--- config.mk ---
export PLATFORM = sky130hd
export DESIGN_NAME = sts_divider
export DESIGN_NICKNAME = d
export VERILOG_FILES = /design/src/hw/rtl/seek_target_step_with_heading_macros.svh /design/src/hw/rtl/sts_divider.sv
export SDC_FILE = /design/constraint.sdc
export NUM_CORES = 1
export LEC_CHECK = 0
export BUFFER_PORTS_ARGS = -buffer_cell sky130_fd_sc_hd__buf_2
export CELL_PAD_IN_SITES_DETAIL_PLACEMENT = 0
export CELL_PAD_IN_SITES_GLOBAL_PLACEMENT = 1
export CORE_MARGIN = 4
export CORE_UTILIZATION = 40
export DETAILED_ROUTE_END_ITERATION = 7
export PLACE_DENSITY = 0.78
export SETUP_SLACK_MARGIN = 0.05
export SYNTH_ARGS = -nofsm -noshare
export SYNTH_HDL_FRONTEND = slang
export SYNTH_SLANG_ARGS = --single-unit
--- constraint.sdc ---
create_clock -name clk -period 6.15 [get_ports clk]
set_clock_uncertainty 0.05 [all_clocks]
set_input_delay 1.23 -clock clk [delete_from_list [all_inputs] [get_ports clk]]
set_output_delay 1.23 -clock clk [all_outputs]
set_load 0.01 [all_outputs]
--- src/hw/rtl/seek_target_step_with_heading_macros.svh ---
// Assertion macros for the seek stepper.
// Used by the top level only; no other dependencies.
`ifndef SEEK_TARGET_STEP_WITH_HEADING_MACROS_SVH
`define SEEK_TARGET_STEP_WITH_HEADING_MACROS_SVH
// property that holds every clock outside reset
`define STS_ASSERT(lbl, prop, msg) \
	lbl: assert property (@(posedge clk) disable iff (!arst_n) (prop)) else $error(msg);
// implication checked in the next cycle
`define STS_ASSERT_NEXT(lbl, ante, cons, msg) \
	lbl: assert property (@(posedge clk) disable iff (!arst_n) (ante) |=> (cons)) else $error(msg);
`endif

--- src/hw/rtl/sts_divider.sv ---
// Restoring divider: (a << 30) / d, one quotient bit per cycle, 64 quotient bits.
// No dependencies.
module sts_divider (
	input  logic        clk,
	input  logic        arst_n,
	input  logic        start,
	input  logic [32:0] num,
	input  logic [32:0] den,
	output logic        done,
	output logic [63:0] quo
);
	logic [63:0] dvd_q;
	logic [33:0] rem_q;
	logic [32:0] den_q;
	logic [6:0]  cnt_q;
	logic        busy_q;
	logic [34:0] trial;

	assign trial = {rem_q, dvd_q[63]} - {2'b0, den_q};
	assign quo   = dvd_q;
	assign done  = busy_q && (cnt_q == 7'd0);

	always_ff @(posedge clk or negedge arst_n) begin
		if (!arst_n) begin
			busy_q <= 1'b0;
			cnt_q  <= 7'd0;
		end else if (start) begin
			busy_q <= 1'b1;
			cnt_q  <= 7'd64;
		end else if (busy_q && cnt_q != 7'd0) begin
			cnt_q <= cnt_q - 7'd1;
		end else begin
			busy_q <= 1'b0;
		end
	end

	always_ff @(posedge clk) begin
		if (start) begin
			dvd_q <= {1'b0, num, 30'd0};
			rem_q <= 34'd0;
			den_q <= den;
		end else if (busy_q && cnt_q != 7'd0) begin
			if (!trial[34]) begin
				rem_q <= trial[33:0];
				dvd_q <= {dvd_q[62:0], 1'b1};
			end else begin
				rem_q <= {rem_q[32:0], dvd_q[63]};
				dvd_q <= {dvd_q[62:0], 1'b0};
			end
		end
	end
endmodule

==> results_dict.tcl, run 1 <==
set metrics [dict create \
    status "finished, final reports clean" \
    clockBufferDepth 2 \
    hp-start "quo[5]$_SDFFE_PP0P_" \
    finish.utilization_pct 48.8 \
    globalRouteMet1Util_pct 22.2 \
    min_to "quo[6]$_SDFFE_PP0P_" \
    rrSetupSlack_ps 1920 \
    ys_ff_latch 139 \
    clk_pin_slew_ps 60 \
    synth_area_leaders "edfxtp_1 27%, dfxtp_1 18%, nand2_1 7.7%" \
    worstPathMaxFanout 20 \
    cts_root_buffer "clkbuf_16" \
    setup_viol 0 \
    synthCells 814 \
    hold_class "reg -> reg" \
    reg2reg_depth 13 \
    required_ps 6430 \
    maxCapViolCount 0 \
    final_max_slew_viol_count 0 \
    syn_avg_cell_area_um2 9.10 \
    sw_frac_of_total_pct 36.2 \
    switchingPower_mw 1.30 \
    crit_type "reg -> reg" \
    cts_max_level 4 \
    coreArea_mm2 0.0181 \
    slew-limit-headroom_pct 39.4 \
    place_area_mm2 0.00822 \
    max_stage_delay_ps 580 \
    num_vias 6048 \
    finalCriticalPeriod_ps 4230 \
    synthArstFlopShare_pct 5.76 \
    yosysMostFrequentCell "nand2_1" \
    p_int_mw 2.30 \
    top_usage_layer "met2" \
    rr_startpoint "quo[63]$_SDFFE_PP0P_" \
    vias_per_cell 5.17 \
    worstMarginPinSlew_ps 908 \
    yosysSeqAreaShare_pct 47.0 \
    r2r-end "rem_q[32]$_SDFFE_PP0P_" \
    setup_tns_ps 0 \
    cts.sinks 139 \
    cts.repair.resized 0 \
    nets 1032 \
    cts_hold_buf 0 \
    endpoint_kind "register" \
    synth-main-ff-cell "edfxtp_1" \
    worstPathArrival_ps 4500 \
    vdd_drop_max_v 0.000266 \
    wl_per_cell_um 15.1 \
    timing.fmax_mhz 236 \
    path_cells "inv_1, ha_1, fa_1, nor2b_1, o211ai_1, a211oi_2, nor2_1, or3_4, o31ai_4, xor2_4, buf_4, nand4_1, a311oi_1" \
    row_count 49 \
    synth-edff-count 66 \
    grt_pass1_vias 5923 \
    cts_buffers 17 \
    cpMaxStageDelayCell "xor2_4" \
    antenna_found_initial 1 \
    synth_area_leader_cell "edfxtp_1" \
    area.growth.synth_to_final_pct 19.0 \
    leakagePower_nw 3.88 \
    synthTopCellsByCount "152 x nand2_1, 75 x a21oi_1, 66 x edfxtp_1" \
    design.die.area_mm2 0.0208 \
    cts_tree "done" \
    yosysWarnings 0 \
    grt_util_met3_pct 6.28 \
    grt_remaining_overflow 0 \
    clk-insertion-delay-late_ps 420 \
    gp_congestion 0.821 \
    post-route-period-util_pct 68.8 \
    finalWirelength_um 17600 \
    dpl.hpwl_um 12400 \
    grt.met2_usage_pct 28.5 \
    multi_input_area_mm2 0.00356 \
    drtIter0Drc 300 \
    dieHeight_um 144 \
    cp_num_buf_inv 2 \
    cp-start-kind "register" \
    synth_area_mm2 0.00741 \
    hold_viol 0 \
    p_clk_share_pct 28.9 \
    drc 0 \
    seq_area_mm2 0.00348 \
    power.share.combinational_pct 35.8 \
    path_delay_family "compound AO/OA/AOI/OAI gates" \
    hold_depth 2 \
    track_usage_pct 17.5 \
    drtAntennaViolNets 0 \
    first_pass_iters 5 \
    drive_gt1_share_pct 19.3 \
    pwr-share-seq_pct 35.3 \
    grt_pass1_wl_um 29300 \
    die_width_um 144 \
    port_buffers 133 \
    post_cts_buffers 0 \
    grt_max_degree 113 \
    synth_fp_nets 919 \
    rsz0062_at_grt "no" \
    final_area_mm2 0.00882 \
    pin_count 134 \
    num-fill-cells 1711 \
    synth_top_area_share_pct 26.7 \
    initial_core_util_pct 41.0 \
    synth_cell_type_count 58 \
    powerDensity_mw_per_mm2 408 \
]
[cells in the final DEF, fill, tap and decap left out, types with 29 or more instances in the layout]
| cell type | count |
|---|---|
| nand2_1 | 152 |
| buf_2 | 132 |
| ha_1 | 35 |
| o21ai_0 | 57 |
| a211oi_1 | 29 |
| edfxtp_1 | 66 |
| a21oi_1 | 75 |
| dfxtp_1 | 65 |
| mux2i_1 | 31 |
| inv_1 | 49 |
| nor2_1 | 55 |
[cell families after synthesis]
logic type / count (synthesis) / synth area share, %
muxes: 31 / 4.19
and+or+nand+nor: 268 / 15.8
xor gates and xnor gates: 35 / 4.39
buffers and inverters: 93 / 5.02
DFF: 139 / 47.0
adders and majority gates: 36 / 6.18
AOI/OAI and AO/OA: 212 / 17.4
[through the flow]
stage	power (mW)	worst slack, ps	cells	hold slack, ps
after floorplan	2.27	2730	814	422
after global placement	2.58	2060	1137	405
after detailed placement	2.58	1850	1137	408
after CTS	3.65	1830	1169	418
after global routing	3.86	1580	1170	444
final	3.60	1920	1170	417
[how the worst max path moves through the flow]
stage                                     from                     end  slack, ps  cells past startpoint
after global routing      quo[63]$_SDFFE_PP0P_  rem_q[32]$_SDFFE_PP0P_       1580                     13
after detailed placement  quo[63]$_SDFFE_PP0P_  rem_q[32]$_SDFFE_PP0P_       1850                     13
after floorplan           quo[63]$_SDFFE_PP0P_  rem_q[20]$_SDFFE_PP0P_       2730                     12
after CTS                 quo[63]$_SDFFE_PP0P_  rem_q[32]$_SDFFE_PP0P_       1830                     13
after global placement    quo[63]$_SDFFE_PP0P_  rem_q[32]$_SDFFE_PP0P_       2060                     13
final                     quo[63]$_SDFFE_PP0P_  rem_q[32]$_SDFFE_PP0P_       1920                     13
[cell type report]
type	count	area share [%]
multi-input cells	582	40.3
flip-flops and latches	139	39.5
repair buffers	138	8.04
clock buffers	19	5.16
well taps	229	3.25
inverters	49	2.09
clock inverters	13	1.62
diodes	1	0.0284
[tightest hold or removal path: stages, from the launching register on]
cell and delay (ps):
dfxtp_1 320, nand2_1 50, a21oi_1 50
[routing by layer]
layer / vias to the layer above / part of all wire [%]
li1: 3078 / -
met1: 2824 / 45
met2: 133 / 47
met3: 13 / 6.7
met4: 0 / 1.2
met5: - / 0
[flip-flops by register name, summed over array words and instances (netlist names)]
register / flops
rem_q: 34
den_q: 33
cnt_q: 7
quo: 64
busy_q: 1
[power groups by stage]
stage / Combinational, mW / Clock (mW) / Sequential (mW)
after floorplan: 0.973 / 0 / 1.29
after global placement: 1.29 / 0 / 1.28
after detailed placement: 1.30 / 0 / 1.28
after CTS: 1.30 / 1.07 / 1.27
after global routing: 1.46 / 1.11 / 1.29
final: 1.29 / 1.04 / 1.27
Power figures use the tool's default switching activity.
==> run 2, diff against run 1 <==
==> constraint.sdc (replaced) <==
create_clock -name clk -period 3.95 [get_ports clk]
set_clock_uncertainty 0.05 [all_clocks]
set_input_delay 0.79 -clock clk [delete_from_list [all_inputs] [get_ports clk]]
set_output_delay 0.79 -clock clk [all_outputs]
set_load 0.01 [all_outputs]
==> run 2 against run 1 <==
Against the previous run: die area unchanged; global-route usage about the same; non-clock buffer count up 5; design area up 0.26%; worst hold slack worse by 260 ps; maximum frequency up 17%; setup slack worse by 1600 ps; power up 55%; largest cell class unchanged.
==> results_dict.tcl, run 2 (synthesis gave the netlist of run 1 again) <==
set metrics [dict create \
    grt_pass1_wl_um 29300 \
    finalWirelength_um 17600 \
    rr_startpoint "quo[63]$_SDFFE_PP0P_" \
    wl_per_cell_um 15.0 \
    drtAntennaViolNets 0 \
    drc 0 \
    cts.repair.resized 0 \
    gp_congestion 0.874 \
    p_clk_share_pct 28.2 \
    total_power_mw 5.58 \
    largest_register_ffs 64 \
    area.growth.synth_to_final_pct 19.4 \
    dieHeight_um 144 \
    endpoint_kind "register" \
    initial_core_util_pct 41.0 \
    crit_type "reg -> reg" \
    timing.fmax_mhz 277 \
    port_buffers 133 \
    hold_viol 0 \
    finish.utilization_pct 48.9 \
    maxCapViolCount 0 \
    vdd_drop_max_v 0.000348 \
    worstPathArrival_ps 3820 \
    design.die.area_mm2 0.0208 \
    setup_tns_ps 0 \
    cts_max_level 4 \
    cts.sinks 139 \
    post-route-period-util_pct 91.4 \
    power.share.combinational_pct 36.5 \
    finalCriticalPeriod_ps 3610 \
    final_max_slew_viol_count 0 \
    worstMarginPinSlew_ps 896 \
    hold_ws_ps 153 \
    slew-limit-headroom_pct 40.2 \
    cts_hold_buf 0 \
    coreArea_mm2 0.0181 \
    worstPathMaxFanout 19 \
    cts_root_buffer "clkbuf_16" \
    leakagePower_nw 3.90 \
    antenna_found_initial 1 \
    drtIter0Drc 285 \
    clk_pin_slew_ps 70 \
    die_width_um 144 \
    final_common_cell "nand2_1" \
    p_int_mw 3.56 \
    nets 1037 \
    r2r-end "rem_q[4]$_SDFFE_PP0P_" \
    powerDensity_mw_per_mm2 632 \
    clockBufferDepth 2 \
    drive_gt1_share_pct 19.7 \
    post_cts_buffers 0 \
    final_cell_mix "152 x nand2_1, 132 x buf_2, 75 x a21oi_1" \
    rsz0062_at_grt "no" \
    track_usage_pct 17.5 \
    grt_pass1_vias 5793 \
    status "finished, final reports clean" \
    switchingPower_mw 2.02 \
    finalWorstSetupSlack_ps 339 \
    sw_frac_of_total_pct 36.2 \
    clk-insertion-delay-late_ps 420 \
    cts_tree "done" \
    pin_count 134 \
    hold_class "in -> async" \
    cp-start-kind "register" \
    row_count 49 \
    grt_max_degree 89 \
    num_vias 6001 \
    vias_per_cell 5.11 \
    rrSetupSlack_ps 340 \
    dpl.hpwl_um 12300 \
    reg2reg_depth 13 \
    cts_buffers 17 \
    required_ps 4160 \
    setup_viol 0 \
    first_pass_iters 5 \
    grt_remaining_overflow 0 \
    pwr-share-seq_pct 35.3 \
    place_ws_ps 251 \
]
## run 2: routing by layer
layer / GRT usage (%) / wire length, um / vias to the layer above
li1: - / - / 3093
met1: 23.4 / 8220 / 2760
met2: 27.1 / 7960 / 133
met3: 6.65 / 1280 / 13
met4: 3.72 / 145 / 2
met5: 0 / 13 / -
## run 2: worst max path at each step
stage	startpoint	to	slack [ps]	cells past startpoint
3_5_place_dp	quo[63]$_SDFFE_PP0P_	rem_q[12]$_SDFFE_PP0P_	250	13
2_1_floorplan	quo[63]$_SDFFE_PP0P_	rem_q[20]$_SDFFE_PP0P_	530	12
5_1_grt	quo[63]$_SDFFE_PP0P_	rem_q[13]$_SDFFE_PP0P_	70	13
4_1_cts	quo[63]$_SDFFE_PP0P_	rem_q[4]$_SDFFE_PP0P_	230	13
6_report	quo[63]$_SDFFE_PP0P_	rem_q[4]$_SDFFE_PP0P_	340	13
3_3_place_gp	quo[63]$_SDFFE_PP0P_	rem_q[12]$_SDFFE_PP0P_	340	13
## run 2: power groups by stage
stage               Combinational, mW  Clock [mW]  Sequential, mW
floorplan                        1.51           0            2.02
detailed placement               2.04           0            2.00
finish                           2.04        1.57            1.97
global route                     2.31        1.67            2.01
global placement                 2.02           0            2.00
CTS                              2.05        1.62            1.98
## run 2: worst max-delay path: stages (launching register included)
cell,delay [ps]
dfxtp_1,340
inv_1,60
ha_1,220
fa_1,400
nor2b_1,160
o211ai_1,150
a211oi_2,320
nor2_1,140
or3_4,420
o31ai_4,350
xor2_4,220
buf_6,280
mux2i_1,230
a211oi_1,90
## run 2: layout make-up
type,instances,area (um^2)
Fill cell,1738,9240
Multi-Input combinational cell,582,3560
Sequential cell,139,3480
Timing Repair Buffer,143,751
Clock buffer,21,483
Tap cell,229,287
Inverter,49,184
Clock inverter,11,96.3
Antenna cell,1,2.50
## run 2: through the flow
stage	instances	cell area (um^2)
floorplan	814	7410
global placement	1142	8260
detailed placement	1142	8260
CTS	1174	8840
global route	1174	8840
finish	1175	8840
